===== src/sv/ffa_pkg.sv =====
// Package for the first-fit block allocator.
// Holds block kind codes, status and command codes, and the structs passed between modules.
// No dependencies.
package ffa_pkg;

  typedef enum logic [1:0] {
    KIND_NONE = 2'd0,
    KIND_FREE = 2'd1,
    KIND_USED = 2'd2
  } kind_t;

  localparam logic [1:0] ST_OK      = 2'd0;
  localparam logic [1:0] ST_SIZE    = 2'd1;
  localparam logic [1:0] ST_NOSPACE = 2'd2;
  localparam logic [1:0] ST_BADFREE = 2'd3;

  localparam logic CMD_ALLOC = 1'b0;
  localparam logic CMD_FREE  = 1'b1;

  typedef struct packed {
    logic clr;
    logic add;
    logic used;
  } ffa_stat_ctl_t;

  typedef struct packed {
    logic        load;
    logic [1:0]  status;
    logic [11:0] poff;
  } ffa_res_t;

endpackage


===== src/sv/ffa_stats.sv =====
// Statistics accumulator: occupied bytes, used and free counts, smallest and largest free payload.
// Cleared and fed one block at a time by the sequencer. Uses ffa_pkg.
module ffa_stats import ffa_pkg::*; #(
  parameter int ARENA_BYTES = 4096,
  parameter int BLOCK_HDR   = 24,
  parameter int GRANULES    = 512,
  localparam int OW         = $clog2(ARENA_BYTES + 1),
  localparam int CW         = $clog2(GRANULES + 1)
) (
  input  logic          clk,
  input  logic          rst,
  input  ffa_stat_ctl_t ctl,
  input  logic [OW-1:0] len,
  output logic [OW-1:0] occ,
  output logic [CW-1:0] used_cnt,
  output logic [CW-1:0] free_cnt,
  output logic [OW-1:0] min_free,
  output logic [OW-1:0] max_free
);

  always_ff @(posedge clk) begin
    if (rst || ctl.clr) begin
      occ      <= '0;
      used_cnt <= '0;
      free_cnt <= '0;
      min_free <= '0;
      max_free <= '0;
    end else if (ctl.add) begin
      if (ctl.used) begin
        occ      <= occ + len + OW'(BLOCK_HDR);
        used_cnt <= used_cnt + CW'(1);
      end else begin
        if (free_cnt == '0 || len < min_free) begin
          min_free <= len;
        end
        if (free_cnt == '0 || len > max_free) begin
          max_free <= len;
        end
        free_cnt <= free_cnt + CW'(1);
      end
    end
  end

endmodule


===== config.mk =====
export PLATFORM = sky130hd
export DESIGN_NAME = ffa_stats
export DESIGN_NICKNAME = d
export VERILOG_FILES = /design/src/sv/ffa_pkg.sv /design/src/sv/ffa_stats.sv
export SDC_FILE = /design/constraint.sdc
export NUM_CORES = 1
export LEC_CHECK = 0
export ABC_AREA = 1
export BUFFER_PORTS_ARGS = -buffer_cell sky130_fd_sc_hd__buf_2
export CORE_MARGIN = 8
export CORE_UTILIZATION = 51
export DETAILED_ROUTE_END_ITERATION = 16
export MAX_ROUTING_LAYER = met4
export PLACE_DENSITY = 0.78
export SLEW_MARGIN = 15
export SYNTH_ARGS = -nofsm -noshare
export SYNTH_HDL_FRONTEND = slang
export SYNTH_SLANG_ARGS = --single-unit
export TNS_END_PERCENT = 20

===== constraint.sdc =====
create_clock -name clk -period 2.07 [get_ports clk]
set_clock_uncertainty 0.2 [all_clocks]
set_input_delay 0.414 -clock clk [delete_from_list [all_inputs] [get_ports clk]]
set_output_delay 0.414 -clock clk [all_outputs]
set_load 0.02 [all_outputs]

# --- Yosys cells after proc, flatten, opt, wreduce, memory -nomap -nowiden ---
# Index checks and enable logic that the tools add are counted.
word_totals:
  regBits: 59
  latch_bits: 0
  ram_bits: 0
  mem_bits_ro: 0
  output_inout_bits: 59
  elab_cells: 20
  mem_count: 0
classes:
  n_addsub: 4
  n_mul: 0
  n_div: 0
  n_lt_le_gt_ge: 2
  eq_ne: 0
  shift: 0
  muxes: 0
  bitwise: 1
  n_reduce_logical: 8
ops:
  columns: ["operator", "count"]
  rows:
  - ["$add A10 B1 Y10 const B", 2]
  - ["$add A13 B13 Y13", 1]
  - ["$add A13 B5 Y13 const B", 1]
  - ["$gt A13 B13 Y1", 1]
  - ["$lt A13 B13 Y1", 1]
  - ["$logic_not A10 Y1", 1]
  - ["$reduce_and A3 Y1", 2]
  - ["$reduce_and A2 Y1", 2]
  - ["$logic_or A1 B1 Y1", 3]
  - ["$not A1 Y1", 1]

# --- Longest topological paths before layout ---
# Gate-level depths: netlist of run 1.
logic_depth:
  word_depth: 3
  ltp_mapped: 14

# --- Worst setup path after synthesis of run 1 ---
# No wires, ideal clock.
synth_path:
  kind: "register to register"
  from: "reg occ[1]"
  to: "reg occ[7]"
  setup_time_ns: 0.116
  arrival_time_ns: 1.957
  required_time_ns: 1.754
  setup_slack_ns: -0.203
  stages_incl_launch_ff: 11
  n_path_buf: 0
  period_less_slack_ns: 2.273
  path_cell_list: "dfxtp_1 ha_1 ha_1 fa_1 nand3_1 nand2_1 a21oi_1 or2_2 nand3_1 o211ai_1 inv_1"
synth_via:
  elab_chain_len: 2
synth_lines:
  columns: ["element", "line_no", "source"]
  rows:
  - ["start: declaration", "ffa_stats.sv:14", "output logic [OW-1:0] occ,"]
  - ["start signal: assignment", "ffa_stats.sv:30", "occ <= occ + len + OW'(BLOCK_HDR);"]
  - ["$add A13 B13 Y13", "ffa_stats.sv:30", null]
  - ["$add A13 B5 Y13", "ffa_stats.sv:30", null]
# No other way between the ends.
# A chain may end at the register's enable or synchronous reset.

# --- Worst setup path after layout of run 1 ---
layout_path:
  from: "reg occ[3]"
  to: "reg occ[6]"
# The elaborated chain is that of the path after synthesis.

==> results of run 1 <==
==> cells in the mapped netlist <==
library cell | number | area [sq um]
xor2_1 | 5 | 43.8
a31oi_1 | 2 | 12.5
buf_2 | 1 | 5.00
inv_1 | 96 | 360
dfxtp_1 | 59 | 1180
nand3_1 | 47 | 235
fa_1 | 1 | 20.0
a21o_1 | 2 | 15.0
or2_2 | 3 | 18.8
o211ai_1 | 3 | 22.5
clkbuf_1 | 6 | 22.5
buf_1 | 5 | 18.8
o21a_1 | 1 | 7.51
nor2_8 | 1 | 20.0
o21ai_0 | 25 | 125
nand2_4 | 1 | 11.3
xnor2_1 | 2 | 17.5
nor4_1 | 1 | 6.26
nor3_1 | 6 | 30.0
o21ai_1 | 2 | 10.0
nor2_4 | 1 | 11.3
nand2_2 | 3 | 18.8
nand3_2 | 2 | 20.0
nand4_1 | 5 | 31.3
nor2_1 | 55 | 206
a21oi_1 | 59 | 295
buf_4 | 4 | 30.0
nand2_1 | 94 | 353
ha_1 | 51 | 638
nor3b_1 | 3 | 22.5
inv_2 | 2 | 7.51
nor3_4 | 4 | 65.1
nor3_2 | 1 | 10.0
o21bai_1 | 5 | 37.5
==> per-stage QoR <==
stage / utilization [%] / hold slack, ns / TNS (ns) / worst slack (ns)
after global placement: 63.0 / 0.252 / -4.51 / -0.227
after CTS: 66.6 / 0.196 / 0 / 0.00452
final: 71.9 / 0.196 / -0.0652 / -0.0386
after detailed placement: 63.0 / 0.276 / -6.10 / -0.247
after global routing: 71.9 / 0.200 / -1.11 / -0.124
after floorplan: - / 0.342 / 0 / 0.00102
==> per-layer routing <==
layer	share of wire (%)	up-vias	global-route usage, %	wire length [um]
li1	-	2049	-	-
met3	6.2	30	4.15	739
met1	41	1980	22.7	4840
met5	0	-	-	0
met2	51	151	34.2	6030
met4	2.6	0	8.69	315
==> flip-flops by register name (all words and copies together) (netlist names) <==
name,flops
max_free,13
min_free,13
occ,13
free_cnt,10
used_cnt,10
==> logic make-up (layout without fill, tap and decap cells) <==
logic type                 after synthesis  after routing  synth area share, %
AOI/OAI and AO/OA                       99             99                 13.4
xor gates and xnor gates                 7              7                 1.56
adders and majority gates               52             52                 16.7
buffers and inverters                  114            238                 11.3
DFF                                     59             59                 30.1
and+or+nand+nor                        227            227                 27.0
==> worst min-delay path: stages <==
cell and delay, ns:
buf_2 0.10, nor2_4 0.06, o211ai_1 0.09, inv_1 0.04
==> worst paths after layout <==
path	slack (ns)	endpoint	start
max	-0.04	occ[6]	occ[3]
max reg2reg	-0.04	occ[6]	occ[3]
min reg2reg	0.29	used_cnt[9]	used_cnt[9]
min	0.20	occ[7]	rst
==> report_power, final <==
group          leakage [uW]  internal [uW]  switching (uW)
clock              0.000120            807             544
sequential         0.000487           1170            28.6
combinational       0.00206            329             432
total               0.00266           2300            1000
==> layout make-up <==
type / instances / area, sq um
inverter: 98 / 368
fill: 563 / 2140
sequential: 59 / 1210
tap: 102 / 128
clock buffer: 9 / 124
timing repair buffer: 124 / 821
multi-input combinational: 385 / 2700
clock inverter: 7 / 124
==> repair_timing <==
action	4_1_cts	5_1_grt
setup endpoints to repair	2	27
pin swaps	0	12
gates resized for setup	4	72
gates cloned	0	2
buffers inserted	0	4
==> flow_summary.yaml, run 1 <==
worst_setup_path:
  cp.depth: 11
  worst-path-max-fanout: 4
  rr_worst_depth: 11
  crit_type: "flop to flop"
  worstPathArrival_ns: 2.20
  worst_path_max_delay_cell: "dfxtp_2"
  crit_chain: "inv_2 -> ha_4 -> inv_2 -> ha_4 -> nand3_1 -> nand3_2 -> a21oi_1 -> or2_2 -> nand3_1 -> o211ai_1 -> inv_1"
  cp_slowest_stage_delay_ns: 0.35
  critPathBufInv: 3
  cp.required_ns: 2.17
  cp-end-kind: "flop"
  start_kind: "flop"
  cp_top_family: "simple AND/OR/NAND/NOR gates"
clock_network:
  cts_max_path_buffers: 2
  clock-sinks: 59
  root_buffer: "clkbuf_8"
  tritoncts.num_buffers: 9
  clk_pin_slew_ns: 0.08
  clk_latency_ns: 0.36
  cts_tree: "done"
  htree_levels: 3
  cts-hold-fix-buffers: 0
synth:
  synth_cell_type_count: 34
  syn_avg_cell_area_sq_um: 7.04
  ys_ff_latch: 59
  synth_cells: 558
  synth.net_count: 628
  ys_seq_area_share_pct: 30.1
  ys_warn_count: 0
  netlist_area_sq_mm: 0.00393
timing:
  finalHoldViolCount: 0
  period_share_pct: 102
  worst_slew_pin_slew_ns: 0.539
  fmax_mhz: 474
  setup_violations: 2
  max_slew_margin_pct: 64.0
  maxSlewViolCount: 0
  min_period_ns: 2.11
  fin_ws_ns: -0.0386
  rsz0062_at_grt: "yes"
placed_design:
  port_buffers: 76
  place_congestion: 0.915
  place_area_sq_mm: 0.00480
  dp_cells: 762
  hpwl_mm: 7.96
global_route:
  grt_pass1_wl_mm: 18.0
  grt_max_degree: 53
  grt_usage_pct: 20.2
  antenna_found_initial: 0
  grt_pass1_vias: 4047
  grt_overflow: 0
power:
  p_leak_uw: 0.00266
  ir_drop_mv: 0.410
  p_total_uw: 3310
  power_density_mw_per_mm2: 604
worst_hold_path:
  hold_class: "input pin to flop"
  hold_depth: 4
floorplan:
  rows: 32
  die_w_um: 104
  io-pin-count: 77
  die-area_sq_mm: 0.0108
  coreArea_sq_mm: 0.00761
  die_h_um: 104
  start_util_pct: 51.7
cells_and_area:
  final_cells: 784
  final_cell_mix: "inv_1 (88), nand2_1 (85), buf_2 (76), a21oi_1 (51), nor2_1 (50)"
  mostFrequentLayoutCell: "inv_1"
  fin_area_sq_mm: 0.00547
  drive_gt1_share_pct: 34.9
  areaGrowthSynthToFinish_pct: 39.2
  n_antenna_cell: 0
  nets: 747
run_status:
  status: "finished, violations left"
  failed_checks: "negative setup slack"
route:
  route.vias.total: 4210
  dr.pass1.iters: 5
  drt_iter0_drc: 308
  drc: 0
  route.final.wire_length_mm: 11.9
  viasPerCell: 5.37
  routedWlPerCell_um: 15.2
  final_antenna_net_count: 0
job:
  maxCapViolCount: 0
(Power assumes the default switching activity.)
==> run 2, diff against run 1 <==
--- a/config.mk
+++ b/config.mk
@@ -5,13 +5,12 @@
 export SDC_FILE = /design/constraint.sdc
 export NUM_CORES = 1
 export LEC_CHECK = 0
-export ABC_AREA = 1
 export BUFFER_PORTS_ARGS = -buffer_cell sky130_fd_sc_hd__buf_2
 export CORE_MARGIN = 8
-export CORE_UTILIZATION = 51
+export CORE_UTILIZATION = 50
 export DETAILED_ROUTE_END_ITERATION = 16
 export MAX_ROUTING_LAYER = met4
-export PLACE_DENSITY = 0.78
+export PLACE_DENSITY = 0.77
 export SLEW_MARGIN = 15
 export SYNTH_ARGS = -nofsm -noshare
 export SYNTH_HDL_FRONTEND = slang
==> flow_summary.yaml, run 2 <==
cells_and_area:
  final_util_pct: 74.9
  nets: 643
  final_cells: 677
  drive_gt1_share_pct: 48.3
  nFillCells: 520
  areaGrowthSynthToFinish_pct: 45.4
  n_antenna_cell: 0
  largest_registers: "max_free: 13 flops, min_free: 13 flops, occ: 13 flops"
  mostFrequentLayoutCell: "buf_2"
  final_cell_mix: "buf_2 (76), buf_4 (72), dfxtp_1 (42), nand2_1 (37), nor2_1 (30)"
synth:
  synthTopCellsByArea: "dfxtp_1 (32%), ha_1 (17%), xor2_1 (4.5%)"
  synth_cells: 425
  synth_cell_type_count: 48
  async_flop_share_pct: 0
  syn_avg_cell_area_sq_um: 8.74
  synth.net_count: 495
  synth-edff-count: 0
  ys_ff_latch: 59
  synth_flop_cell: "dfxtp_1"
  yosysMostFrequentCell: "dfxtp_1"
  yosys-top-cells-count: "dfxtp_1 (59), ha_1 (51), inv_1 (38)"
  yosysTopAreaCellShare_pct: 31.8
  ys_warn_count: 0
  ys_seq_area_share_pct: 31.8
  netlist_area_sq_mm: 0.00371
  synth_top_area_cell: "dfxtp_1"
placed_design:
  hpwl_mm: 7.59
  place_congestion: 0.851
  port_buffers: 76
  dp_cells: 653
  dp_worst_setup_slack_ns: -0.690
worst_hold_path:
  min_to: "min_free[6]"
  hold_depth: 3
  hold_class: "input pin to flop"
  hold_path_startpoint: "len[6]"
timing:
  setup_violations: 21
  maxSlewViolCount: 0
  fin_ws_ns: -0.463
  fmax_mhz: 395
  max_slew_margin_pct: 70.1
  finalHoldViolCount: 0
  rsz0062_at_grt: "yes"
  min_period_ns: 2.53
  worst_slew_pin_slew_ns: 0.449
  period_share_pct: 122
  finalSetupTns_ns: -2.47
clock_network:
  clk_latency_ns: 0.35
  cts-hold-fix-buffers: 0
  clk_pin_slew_ns: 0.07
  root_buffer: "clkbuf_8"
  clock-sinks: 59
  cts_tree: "done"
  htree_levels: 3
  tritoncts.num_buffers: 9
  cts_max_path_buffers: 2
power:
  p_leak_uw: 0.00236
  power_density_mw_per_mm2: 532
  ir_drop_mv: 0.337
  p_total_uw: 2870
worst_setup_path:
  cpMostUsedCell: "ha_4"
  worstPathArrival_ns: 2.57
  cp_slowest_stage_delay_ns: 0.35
  rr_worst_depth: 9
  startpoint: "occ[1]"
  ff2ff_setup_slack_ns: -0.46
  rr_endpoint: "occ[11]"
  r2r_start: "occ[1]"
  start_kind: "flop"
  cp.required_ns: 2.10
  cp-end-kind: "flop"
  worst-path-max-fanout: 2
  crit_type: "flop to flop"
  crit_chain: "ha_4 -> ha_4 -> fa_2 -> a211oi_2 -> nor2_1 -> o41a_1 -> a31oi_1 -> xor2_1 -> o21ai_1"
  worst_path_max_delay_cell: "dfxtp_4"
route:
  dr.pass1.iters: 4
  viasPerCell: 5.49
  drc: 0
  routedWlPerCell_um: 17.0
  drt_iter0_drc: 165
  route.final.wire_length_mm: 11.5
  final_antenna_net_count: 0
  route.vias.total: 3716
global_route:
  grt_pass1_vias: 3642
  grt_usage_pct: 21.0
  busiest_layer: "met2"
  grt_util_met1_pct: 23.9
  use_met3_pct: 4.02
  grt_overflow: 0
  grt_pass1_wl_mm: 17.0
  grt_util_met2_pct: 35.0
  antenna_found_initial: 0
  grt_max_degree: 39
job:
  maxCapViolCount: 0
floorplan:
  die_w_um: 102
  die_h_um: 102
  rows: 31
  die-area_sq_mm: 0.0104
  io-pin-count: 77
  coreArea_sq_mm: 0.00721
  start_util_pct: 51.5
run_status:
  status: "finished, violations left"
  failed_checks: "negative setup slack"
run 2: cell types whose count changed after synthesis, moves of 12 or more:
cell / change
inv_1: -58
nand2_1: -57
a21oi_1: -32
nor2_1: -22
nand3_1: -18
o21ai_0: -16
xor2_1: +14
o31ai_2: +12
run 2: kinds of logic after synthesis:
logic type	share of synthesized area (%)
DFF	31.8
xor gates and xnor gates	5.90
and+or+nand+nor	20.2
muxes	0.809
AOI/OAI and AO/OA	16.4
adders and majority gates	17.7
buffers and inverters	7.11
run 2: final cells by class:
cell class | instances | area, sq um | area share, %
clock buffer | 11 | 163 | 3.01
clock inverter | 5 | 35.0 | 0.649
inverter | 38 | 143 | 2.64
multi-input combinational | 310 | 2690 | 49.7
sequential | 59 | 1200 | 22.3
tap | 99 | 124 | 2.29
timing repair buffer | 155 | 1040 | 19.3
run 2: where the power goes:
group | switching, uW | internal [uW] | total, uW
logic | 345 | 292 | 637
registers | 17.3 | 1160 | 1170
clock network | 522 | 540 | 1060
run 2: repair_timing:
item                                    CTS  global route
gates cloned                              0             2
buffers inserted                          5             1
endpoints found under the setup margin   34            34
resized for setup                        28            52
pin swaps                                31            13
run 2: worst max path at each step:
stage               to  slack [ns]  cells after the start
2_1_floorplan  occ[11]       -0.46                      9
3_3_place_gp   occ[11]       -0.66                      9
3_5_place_dp    occ[8]       -0.69                      9
4_1_cts        occ[11]       -0.41                      9
5_1_grt        occ[11]       -0.54                      9
6_report       occ[11]       -0.46                      9
run 2: critical path, delay by kind of cell (launching register included):
| kind | cells | cell delay (ns) |
|---|---|---|
| AO/OA/AOI/OAI | 4 | 0.85 |
| adder cells (fa/ha/maj) | 3 | 0.73 |
| flip-flops | 1 | 0.35 |
| XOR/XNOR | 1 | 0.20 |
| AND/OR/NAND/NOR | 1 | 0.09 |
run 2: layer usage:
metal | part of all wire [%] | routed length (um)
met4 | 1.9 | 216
met2 | 52 | 6020
met5 | 0 | 0
met3 | 5.4 | 625
met1 | 40 | 4640
run 2: stage by stage:
step           hold slack, ns  cell area, sq um
2_1_floorplan           0.292              3770
3_3_place_gp            0.257              4710
3_5_place_dp            0.272              4710
4_1_cts                 0.151              5110
5_1_grt                 0.177              5400
6_report                0.160              5400
