## src/sv/ffa_pkg.sv

```systemverilog
// Package for the first-fit block allocator.
// Holds block kind codes, status and command codes, and the structs passed between modules.
// No dependencies.
package ffa_pkg;

  typedef enum logic [1:0] {
    KIND_NONE = 2'd0,
    KIND_FREE = 2'd1,
    KIND_USED = 2'd2
  } kind_t;

  localparam logic [1:0] ST_OK      = 2'd0;
  localparam logic [1:0] ST_SIZE    = 2'd1;
  localparam logic [1:0] ST_NOSPACE = 2'd2;
  localparam logic [1:0] ST_BADFREE = 2'd3;

  localparam logic CMD_ALLOC = 1'b0;
  localparam logic CMD_FREE  = 1'b1;

  typedef struct packed {
    logic clr;
    logic add;
    logic used;
  } ffa_stat_ctl_t;

  typedef struct packed {
    logic        load;
    logic [1:0]  status;
    logic [11:0] poff;
  } ffa_res_t;

endpackage

```

## src/sv/ffa_seq.sv

```systemverilog
// Sequencer: clears the table after reset, walks it for allocate and free, and rescans it
// to rebuild the statistics. Drives the table memory and the accumulator. Uses ffa_pkg.
module ffa_seq import ffa_pkg::*; #(
  parameter int ARENA_BYTES = 4096,
  parameter int BLOCK_HDR   = 24,
  parameter int ARENA_HDR   = 40,
  parameter int GRANULES    = 512,
  localparam int GW         = $clog2(GRANULES),
  localparam int OW         = $clog2(ARENA_BYTES + 1),
  localparam int LW         = OW,
  localparam int CW         = $clog2(GRANULES + 1),
  localparam int DW         = LW + 2
) (
  input  logic          clk,
  input  logic          rst,
  input  logic          in_valid,
  output logic          in_ready,
  input  logic          cmd,
  input  logic [11:0]   req_size,
  input  logic [11:0]   req_offset,
  input  logic          out_free,
  output ffa_res_t      res,
  output logic          mem_we,
  output logic [GW-1:0] mem_addr,
  output logic [DW-1:0] mem_wdata,
  input  logic [DW-1:0] mem_rdata,
  output ffa_stat_ctl_t st_ctl,
  output logic [LW-1:0] st_len,
  input  logic [OW-1:0] occ,
  input  logic [CW-1:0] fcnt
);

  localparam int AW0 = $clog2(ARENA_BYTES + BLOCK_HDR + 1);
  localparam int AW1 = (AW0 > 13) ? AW0 : 13;
  localparam int AW  = (AW1 > GW + 4) ? AW1 : GW + 4;
  localparam int WW  = OW + CW + 8;
  localparam int I0  = ARENA_HDR / 8;
  localparam bit INIT_OK = (I0 < GRANULES) && (ARENA_HDR + BLOCK_HDR <= ARENA_BYTES);
  localparam int INIT_LEN = INIT_OK ? (ARENA_BYTES - ARENA_HDR - BLOCK_HDR) : 0;

  typedef enum logic [11:0] {
    S_CLEAR  = 12'b000000000001,
    S_IDLE   = 12'b000000000010,
    S_WALK   = 12'b000000000100,
    S_LOOK   = 12'b000000001000,
    S_NWALK  = 12'b000000010000,
    S_NLOOK  = 12'b000000100000,
    S_MERGE  = 12'b000001000000,
    S_WRA    = 12'b000010000000,
    S_RSTART = 12'b000100000000,
    S_SUM    = 12'b001000000000,
    S_SUMLK  = 12'b010000000000,
    S_DONE   = 12'b100000000000
  } state_t;

  state_t        state, state_next;
  logic          busy, busy_next;
  logic [AW-1:0] s, s_next;
  logic          cmd_r, cmd_r_next;
  logic [11:0]   size_r, size_r_next;
  logic [11:0]   off_r, off_r_next;
  logic [1:0]    status, status_next;
  logic [11:0]   poff, poff_next;
  logic          have_prev, have_prev_next;
  logic          prev_free, prev_free_next;
  logic [GW-1:0] prev_idx, prev_idx_next;
  logic [LW-1:0] prev_len, prev_len_next;
  logic [GW-1:0] cur_idx, cur_idx_next;
  logic [LW-1:0] cur_len, cur_len_next;
  logic [GW-1:0] wa_addr, wa_addr_next;
  logic [DW-1:0] wa_data, wa_data_next;
  logic [GW-1:0] clr_cnt, clr_cnt_next;

  kind_t         rd_kind;
  logic [LW-1:0] rd_len;
  logic [GW-1:0] s_idx;
  logic          s_in;
  logic [AW-1:0] hdr_end, nxt, ns, rest, size_x, off_x;
  logic          fit;
  logic [1:0]    fail_code;
  logic [WW-1:0] need;

  always_comb begin
    rd_kind   = kind_t'(mem_rdata[DW-1:LW]);
    rd_len    = mem_rdata[LW-1:0];
    s_idx     = GW'(s >> 3);
    hdr_end   = s + AW'(BLOCK_HDR);
    s_in      = (hdr_end <= AW'(ARENA_BYTES)) && ((s >> 3) < AW'(GRANULES));
    nxt       = hdr_end + AW'(rd_len);
    size_x    = AW'(size_r);
    off_x     = AW'(off_r);
    ns        = hdr_end + size_x;
    rest      = AW'(rd_len) - size_x;
    fit       = (rd_kind == KIND_FREE) && (AW'(rd_len) >= size_x);
    fail_code = (cmd_r == CMD_ALLOC) ? ST_NOSPACE : ST_BADFREE;
    need      = WW'(req_size) + WW'(BLOCK_HDR) + WW'(occ) + WW'(fcnt) * WW'(BLOCK_HDR);
  end

  always_comb begin
    state_next     = state;
    busy_next      = busy;
    s_next         = s;
    cmd_r_next     = cmd_r;
    size_r_next    = size_r;
    off_r_next     = off_r;
    status_next    = status;
    poff_next      = poff;
    have_prev_next = have_prev;
    prev_free_next = prev_free;
    prev_idx_next  = prev_idx;
    prev_len_next  = prev_len;
    cur_idx_next   = cur_idx;
    cur_len_next   = cur_len;
    wa_addr_next   = wa_addr;
    wa_data_next   = wa_data;
    clr_cnt_next   = clr_cnt;
    mem_we         = 1'b0;
    mem_addr       = s_idx;
    mem_wdata      = '0;
    st_ctl         = '0;
    st_len         = rd_len;
    in_ready       = (state == S_IDLE);
    res.load       = 1'b0;
    res.status     = status;
    res.poff       = poff;

    unique case (state)
      S_CLEAR: begin
        mem_we   = 1'b1;
        mem_addr = clr_cnt;
        if (INIT_OK && clr_cnt == GW'(I0)) begin
          mem_wdata = {KIND_FREE, LW'(INIT_LEN)};
        end
        clr_cnt_next = clr_cnt + GW'(1);
        if (clr_cnt == GW'(GRANULES - 1)) begin
          state_next = S_RSTART;
        end
      end
      S_IDLE: begin
        if (in_valid) begin
          busy_next      = 1'b1;
          cmd_r_next     = cmd;
          size_r_next    = req_size;
          off_r_next     = req_offset;
          status_next    = ST_OK;
          poff_next      = '0;
          have_prev_next = 1'b0;
          s_next         = AW'(ARENA_HDR);
          state_next     = S_WALK;
          if (cmd == CMD_ALLOC) begin
            if (req_size[2:0] != 3'd0) begin
              status_next = ST_SIZE;
              state_next  = S_DONE;
            end else if (need > WW'(ARENA_BYTES - ARENA_HDR)) begin
              status_next = ST_NOSPACE;
              state_next  = S_DONE;
            end
          end
        end
      end
      S_WALK: begin
        if (s_in) begin
          state_next = S_LOOK;
        end else begin
          status_next = fail_code;
          state_next  = S_DONE;
        end
      end
      S_LOOK: begin
        if (rd_kind == KIND_NONE) begin
          status_next = fail_code;
          state_next  = S_DONE;
        end else if (cmd_r == CMD_ALLOC) begin
          if (fit) begin
            poff_next = 12'(hdr_end);
            if (rest >= AW'(BLOCK_HDR) && (ns >> 3) < AW'(GRANULES)) begin
              mem_we       = 1'b1;
              mem_addr     = GW'(ns >> 3);
              mem_wdata    = {KIND_FREE, LW'(rest - AW'(BLOCK_HDR))};
              wa_addr_next = s_idx;
              wa_data_next = {KIND_USED, LW'(size_r)};
              state_next   = S_WRA;
            end else begin
              mem_we     = 1'b1;
              mem_wdata  = {KIND_USED, rd_len};
              state_next = S_RSTART;
            end
          end else begin
            s_next     = nxt;
            state_next = S_WALK;
          end
        end else begin
          if (hdr_end == off_x) begin
            if (rd_kind != KIND_USED) begin
              status_next = ST_BADFREE;
              state_next  = S_DONE;
            end else begin
              cur_idx_next = s_idx;
              cur_len_next = rd_len;
              s_next       = nxt;
              state_next   = S_NWALK;
            end
          end else if (hdr_end > off_x) begin
            status_next = ST_BADFREE;
            state_next  = S_DONE;
          end else begin
            prev_idx_next  = s_idx;
            prev_len_next  = rd_len;
            prev_free_next = (rd_kind == KIND_FREE);
            have_prev_next = 1'b1;
            s_next         = nxt;
            state_next     = S_WALK;
          end
        end
      end
      S_NWALK: begin
        state_next = s_in ? S_NLOOK : S_MERGE;
      end
      S_NLOOK: begin
        if (rd_kind == KIND_FREE) begin
          cur_len_next = LW'(AW'(cur_len) + AW'(BLOCK_HDR) + AW'(rd_len));
          mem_we       = 1'b1;
        end
        state_next = S_MERGE;
      end
      S_MERGE: begin
        mem_we = 1'b1;
        if (have_prev && prev_free) begin
          mem_addr     = prev_idx;
          mem_wdata    = {KIND_FREE, LW'(AW'(prev_len) + AW'(BLOCK_HDR) + AW'(cur_len))};
          wa_addr_next = cur_idx;
          wa_data_next = '0;
          state_next   = S_WRA;
        end else begin
          mem_addr   = cur_idx;
          mem_wdata  = {KIND_FREE, cur_len};
          state_next = S_RSTART;
        end
      end
      S_WRA: begin
        mem_we     = 1'b1;
        mem_addr   = wa_addr;
        mem_wdata  = wa_data;
        state_next = S_RSTART;
      end
      S_RSTART: begin
        st_ctl.clr = 1'b1;
        s_next     = AW'(ARENA_HDR);
        state_next = S_SUM;
      end
      S_SUM: begin
        state_next = s_in ? S_SUMLK : S_DONE;
      end
      S_SUMLK: begin
        if (rd_kind == KIND_NONE) begin
          state_next = S_DONE;
        end else begin
          st_ctl.add  = 1'b1;
          st_ctl.used = (rd_kind == KIND_USED);
          s_next      = nxt;
          state_next  = S_SUM;
        end
      end
      S_DONE: begin
        if (!busy) begin
          state_next = S_IDLE;
        end else if (out_free) begin
          res.load   = 1'b1;
          busy_next  = 1'b0;
          state_next = S_IDLE;
        end
      end
      default: begin
        state_next = S_CLEAR;
      end
    endcase
  end

  always_ff @(posedge clk) begin
    if (rst) begin
      state   <= S_CLEAR;
      busy    <= 1'b0;
      clr_cnt <= '0;
    end else begin
      state   <= state_next;
      busy    <= busy_next;
      clr_cnt <= clr_cnt_next;
    end
    s         <= s_next;
    cmd_r     <= cmd_r_next;
    size_r    <= size_r_next;
    off_r     <= off_r_next;
    status    <= status_next;
    poff      <= poff_next;
    have_prev <= have_prev_next;
    prev_free <= prev_free_next;
    prev_idx  <= prev_idx_next;
    prev_len  <= prev_len_next;
    cur_idx   <= cur_idx_next;
    cur_len   <= cur_len_next;
    wa_addr   <= wa_addr_next;
    wa_data   <= wa_data_next;
  end

endmodule

```

## config.mk

```make
export PLATFORM = sky130hd
export DESIGN_NAME = ffa_seq
export DESIGN_NICKNAME = d
export VERILOG_FILES = /design/src/sv/ffa_pkg.sv /design/src/sv/ffa_seq.sv
export SDC_FILE = /design/constraint.sdc
export NUM_CORES = 1
export LEC_CHECK = 0
export BUFFER_PORTS_ARGS = -buffer_cell sky130_fd_sc_hd__buf_4
export CAP_MARGIN = 20
export CORE_MARGIN = 2
export CORE_UTILIZATION = 55
export DETAILED_ROUTE_END_ITERATION = 6
export PLACE_DENSITY = 0.8
export SETUP_SLACK_MARGIN = 0.02
export SLEW_MARGIN = 25
export SYNTH_ARGS = -nofsm -noshare
export SYNTH_HDL_FRONTEND = slang
export SYNTH_SLANG_ARGS = --single-unit
```

## constraint.sdc

```tcl
create_clock -name clk -period 8.1 [get_ports clk]
set_clock_uncertainty 0.05 [all_clocks]
set_input_delay 0.405 -clock clk [delete_from_list [all_inputs] [get_ports clk]]
set_output_delay 0.405 -clock clk [all_outputs]
set_load 0.005 [all_outputs]
```

## Word-level counts from Yosys, hierarchy flattened

Index checks and enable logic that the tools add are counted.

| operators by class | value |
|---|---|
| $add $sub $neg | 13 |
| multiply operators | 1 |
| order comparisons | 7 |
| equality and inequality tests | 40 |
| muxes and demuxes | 98 |
| bitwise logic cells | 4 |
| reductions and logical operators | 24 |

Operators by type and width:

| operator | number |
|---|---|
| 12-bit two-way mux | 20 |
| 13-bit two-way mux | 14 |
| 12-bit case mux with 12 select lines | 1 |
| 15-bit two-way mux | 9 |
| 9-bit two-way mux | 12 |
| 15-bit case mux with 4 select lines | 1 |
| 13-bit case mux with 4 select lines | 1 |
| 13-bit adder | 3 |
| 13-bit by 5-bit adder with 13-bit output, second input constant | 3 |
| 9-bit case mux with 4 select lines | 1 |
| 2-bit inequality test, second input constant | 16 |
| 15-bit case mux with 2 select lines | 1 |
| 13-bit case mux with 2 select lines | 1 |
| 2-bit two-way mux | 12 |
| 12-bit case mux with 2 select lines | 1 |
| 6-bit AND reduction | 4 |
| 10-bit < comparator, second input constant | 2 |
| 9-bit case mux with 2 select lines | 1 |
| 1-bit two-way mux | 17 |
| 14-bit by 15-bit adder with 16-bit output | 1 |
| 16-bit by 12-bit greater-than comparator with 1-bit output, second input constant | 1 |
| 4-bit inequality test, second input constant | 4 |
| 5-bit AND reduction | 3 |
| 13-bit by 13-bit adder with 14-bit output | 1 |
| 43 further kinds | 57 |

| storage, ports and cells | value |
|---|---|
| bits in registers | 144 |
| input bits | 67 |
| output and inout bits | 57 |
| word-level logic and storage cells | 204 |

## Longest topological paths before layout

| depth | value |
|---|---|
| word-level depth | 9 |
| mapped depth | 22 |
| depth with buffers taken out | 22 |

## Worst setup path before layout

No wires, ideal clock.

| timing path | value |
|---|---|
| path type | reg2reg |
| from | register s[3] |
| to | register have_prev (enable) |
| library setup time | 0.301 ns |
| arrival | 5.162 ns |
| required time | 7.749 ns |
| path slack | 2.587 ns |
| stages on the path, launching flop included | 13 |
| buffers on the path | 0 |
| clock period less this slack | 5.513 ns |
| cells stage by stage | edfxtp_1 inv_1 ha_1 nand3b_1 xnor2_1 ha_1 a21o_1 a21o_1 or3_1 o21ai_0 nand3_1 nor4_1 or2_2 |

| on the way | value |
|---|---|
| cells in the longest elaborated chain, start to end | 4 |
| elaborated cells between the ends (all ways) | 6 |
| classes of those cells | 1 x add/sub; 1 x order compare; 3 x eq/ne; 1 x reduce/logical |

RTL lines:

| what | RTL line | RTL |
|---|---|---|
| from (decl) | ffa_seq.sv:58 | `logic [AW-1:0] s, s_next;` |
| from (signal assigned) | ffa_seq.sv:289 | `s <= s_next;` |
| 13-bit by 5-bit adder with 13-bit output * | ffa_seq.sv:87 | `hdr_end = s + AW'(BLOCK_HDR);` |
| via hdr_end[3] | ffa_seq.sv:78 | `logic [AW-1:0] hdr_end, nxt, ns, rest, size_x, off_x;` |
| 13-bit by 12-bit greater-than comparator with 1-bit output / 13-bit by 12-bit == test with 1-bit output (equally long branches) | ffa_seq.sv:203, ffa_seq.sv:193 |  |
| 2-bit inequality test (no source line) | n/a |  |
| 6-bit AND reduction (no source line) * | n/a |  |
| to (signal assigned) | ffa_seq.sv:295 | `have_prev <= have_prev_next;` |
| to (decl) | ffa_seq.sv:64 | `logic have_prev, have_prev_next;` |

The timed path passes the listed nets; every way through them passes the cells marked *.
A chain may end at the register's enable or synchronous reset.

## Final worst setup path

| timing path | value |
|---|---|
| from | register s[3] |
| to | output port mem_addr[5] |

| on the way | value |
|---|---|
| cells in the longest elaborated chain, start to end | 9 |

RTL lines:

| what | RTL line | RTL |
|---|---|---|
| 13-bit by 5-bit adder with 13-bit output * | ffa_seq.sv:87 |  |
| via hdr_end[3] | ffa_seq.sv:78 |  |
| 13-bit by 12-bit adder with 13-bit output * | ffa_seq.sv:92 | `ns = hdr_end + size_x;` |
| 10-bit < comparator | ffa_seq.sv:176 | `if (rest >= AW'(BLOCK_HDR) && (ns >> 3) < AW'(GRANULES)) begin` |
| 1-bit logical AND | ffa_seq.sv:176 |  |
| 9-bit two-way mux * | ffa_seq.sv:176 |  |
| 9-bit two-way mux * | ffa_seq.sv:174 | `if (fit) begin` |
| 9-bit two-way mux * | ffa_seq.sv:173 | `end else if (cmd_r == CMD_ALLOC) begin` |
| 9-bit two-way mux * | ffa_seq.sv:170 | `if (rd_kind == KIND_NONE) begin` |
| 9-bit case mux with 4 select lines * | ffa_seq.sv:127 | `unique case (state)` |
| to (decl) | ffa_seq.sv:24 | `output logic [GW-1:0] mem_addr,` |

Marked as above.

==> flow_summary_export.csv <==
group,metric,value,unit
routing,drt_pass1_iterations,5,
routing,num_vias,9487,
clocking,root_buffer,"clkbuf_16",
floorplanning,core.rowCount,52,
routing,wl_per_cell,18.7,µm
synth,synth_area,11400,µm²
sta,finalMaxSlewViolations,0,
sta,finalSetupViolCount,0,
clocking,clockBufferDepth,2,
global_routing,gr-usage-all-layers,0.275,
sta,fin_ws,2.76,ns
floorplanning,fp.dieH,148,µm
clocking,clock_latency,0.44,ns
place,place_inst,1552,
power,finalPower,0.00202,W
sta,fin_crit_sh,0.659,
synth,synth.largest_area_cell,"edfxtp_1",
global_routing,grt_pass1_wl,47.5,mm
global_routing,first_global_vias,9158,
synth,yosysSeqAreaShare,0.353,
min_path,worstHoldPathType,"primary input to flip-flop",
place,dp_slack,3.25,ns
worst_setup_path,critPathMaxFanout,17,
sta,relSlewSlack,0.362,
final_layout,antenna_cells,0,
routing,wl,29.6,mm
sta,worst_pin_slew,0.951,ns
synth,syn_nets,1421,
worst_setup_path,crit_type,"flip-flop to output port",
routing,route.detailed.drc,0,
synth,synth_seq_cells,142,
power,peakVddDrop,0.142,mV
sta,rsz0062_at_grt,"no",
place,hpwl,22.8,mm
final_layout,design_area,13100,µm²
sta,finalHoldViolCount,0,
floorplanning,die_w,148,µm
worst_setup_path,worstPathRequired,7.65,ns
place,gp_congestion,0.942,
synth,synth_edf_count,120,
final_layout,fillers,1731,
floorplanning,num_io_pins,124,
place,post_dp_cell_area,12500,µm²
power,p_leak,5.73,nW
sta,max_freq,187,MHz
floorplanning,die-area,22000,µm²
synth,yosys_warnings,0,
clocking,cts_setup_buffers,0,
routing,drtIter0Drc,868,
final_layout,layout-area-overhead-vs-synth,14.3,%
synth,netlist.area_leader.share,0.315,
worst_setup_path,cp-start-kind,"flip-flop",
sta,setup_tns,0,ns
synth,synth.avg_cell_area,9.53,µm²
run_status,status,"finished, final reports clean",
clocking,cts-buffers-inserted,17,
worst_setup_path,cp-end-kind,"output port",
synth,synth_cells,1201,
run,maxCapViolCount,0,
final_layout,multi_input_area,6710,µm²
synth,ys.flop_type,"edfxtp_1",
global_routing,grt_max_degree,37,
global_routing,gr-total-overflow,0,
worst_setup_path,arrival,4.89,ns
clocking,cts_tree,"done",
synth,async_flop_share,0,
clocking,postCtsHoldBufs,0,
final_layout,final_cells,1584,
floorplanning,coreArea,20300,µm²
synth,ys_types,77,
floorplanning,initial_core_util,0.564,
sta,period_needed,5.34,ns
place,portBuffers,123,
clocking,cts.sinks,142,
clocking,htree_levels,4,
final_layout,drive_gt1_frac,0.149,
routing,ant_nets,0,
final_layout,seq_area,4040,µm²
synth,synth_area_leaders,"edfxtp_1, ha_1, inv_1",
final_layout,fin_nets,1521,
routing,via_per_inst,5.99,
power,power_density,155,nW/µm²
clocking,cts_resized,0,
global_routing,antenna_found_initial,0,
clocking,clkTransAtPathRegs,0.07,ns
-- worst paths after layout --
kind,startpoint,endpoint,slack (ns),cells past startpoint
min,req_offset[0],off_r[0],0.09,1
min reg2reg,busy,busy,0.46,2
max,s[3],mem_addr[5],2.76,14
max reg2reg,s[3],wa_addr[3],3.53,12
-- worst max-delay path: stages (launching register included) --
cell      delay [ns]
edfxtp_1        0.55
inv_1           0.23
ha_1            0.32
nand3b_1        0.20
xnor2_1         0.47
ha_1            0.23
o21a_1          0.15
o21ai_0         0.08
a31oi_1         0.31
a41oi_1         0.19
xnor2_1         0.50
nand2_4         0.30
or4_1           0.60
o211ai_1        0.16
buf_4           0.16
-- state kept, by name (all words and copies together), names as in the netlist, 2 cells and up --
register / count
s: 13
size_r: 12
off_r: 12
clr_cnt: 9
wa_data: 13
wa_addr: 9
status: 2
prev_len: 13
cur_idx: 9
poff: 12
cur_len: 13
prev_idx: 9
state: 12
-- area by class of cell --
| type | count | share of cell area |
|---|---|---|
| inverters | 122 | 0.0350 |
| clock inverters | 15 | 0.0112 |
| clock buffers | 17 | 0.0325 |
| repair buffers | 127 | 0.0729 |
| multi-input cells | 891 | 0.513 |
| well taps | 270 | 0.0258 |
| flip-flops and latches | 142 | 0.309 |
-- layer usage --
metal / track usage / wire length [µm] / up-vias
met4: 0.100 / 900 / 0
met5: 0 / 0 / -
li1: - / - / 4544
met1: 0.367 / 12400 / 4476
met2: 0.462 / 14100 / 411
met3: 0.0365 / 2250 / 56
-- report_power, final --
| part | leakage (nW) | total, W | internal (W) | switching, W |
|---|---|---|---|---|
| combinational | 4.16 | 0.000462 | 0.000208 | 0.000254 |
| sequential | 1.29 | 0.000796 | 0.000789 | 0.00000641 |
| clock | 0.279 | 0.000765 | 0.000408 | 0.000357 |
-- cells in the final DEF (no fill, tap or decap), types with 26 or more instances in the layout --
cell type / instances
edfxtp_1: 120
inv_1: 119
o21ai_0: 58
nand3_1: 26
nor2_1: 86
a21oi_1: 68
buf_4: 127
nor3_1: 31
ha_1: 138
xor2_1: 37
nand2_1: 91
xnor2_1: 50
-- cells in the mapped netlist, types with 9 or more instances --
library cell / number
nand2_1: 92
and2_1: 11
a21oi_1: 68
o211ai_1: 14
nand2b_1: 13
inv_1: 120
o21a_1: 10
nand3_1: 26
or3_1: 23
nand4_1: 9
ha_1: 138
dfxtp_1: 22
nor2_1: 86
clkbuf_1: 23
and3_1: 12
xnor2_1: 50
nor3_1: 31
xor2_1: 37
o21ai_0: 58
nor2b_1: 9
mux2i_1: 19
a21o_1: 23
buf_4: 13
a211oi_1: 10
fa_1: 15
o21ai_1: 10
edfxtp_1: 120
-- logic make-up (layout without fill, tap and decap cells) --
| kind of cell | after synthesis | after routing | share of synthesized area |
|---|---|---|---|
| XOR/XNOR | 87 | 87 | 0.0666 |
| multiplexers | 26 | 26 | 0.0235 |
| AND/OR/NAND/NOR | 357 | 357 | 0.159 |
| flip-flops | 142 | 142 | 0.353 |
| buffers and inverters | 168 | 281 | 0.0618 |
| AO/OA/AOI/OAI | 268 | 268 | 0.159 |
| adder cells (fa/ha/maj) | 153 | 153 | 0.177 |
-- stage by stage --
step                hold slack [ns]   util
CTS                          0.0845  0.644
floorplan                     0.389      -
global placement              0.445  0.616
global route                 0.0798  0.644
detailed placement            0.463  0.616
finish                       0.0896  0.644
Note: power is estimated with default switching activity, not from simulation.
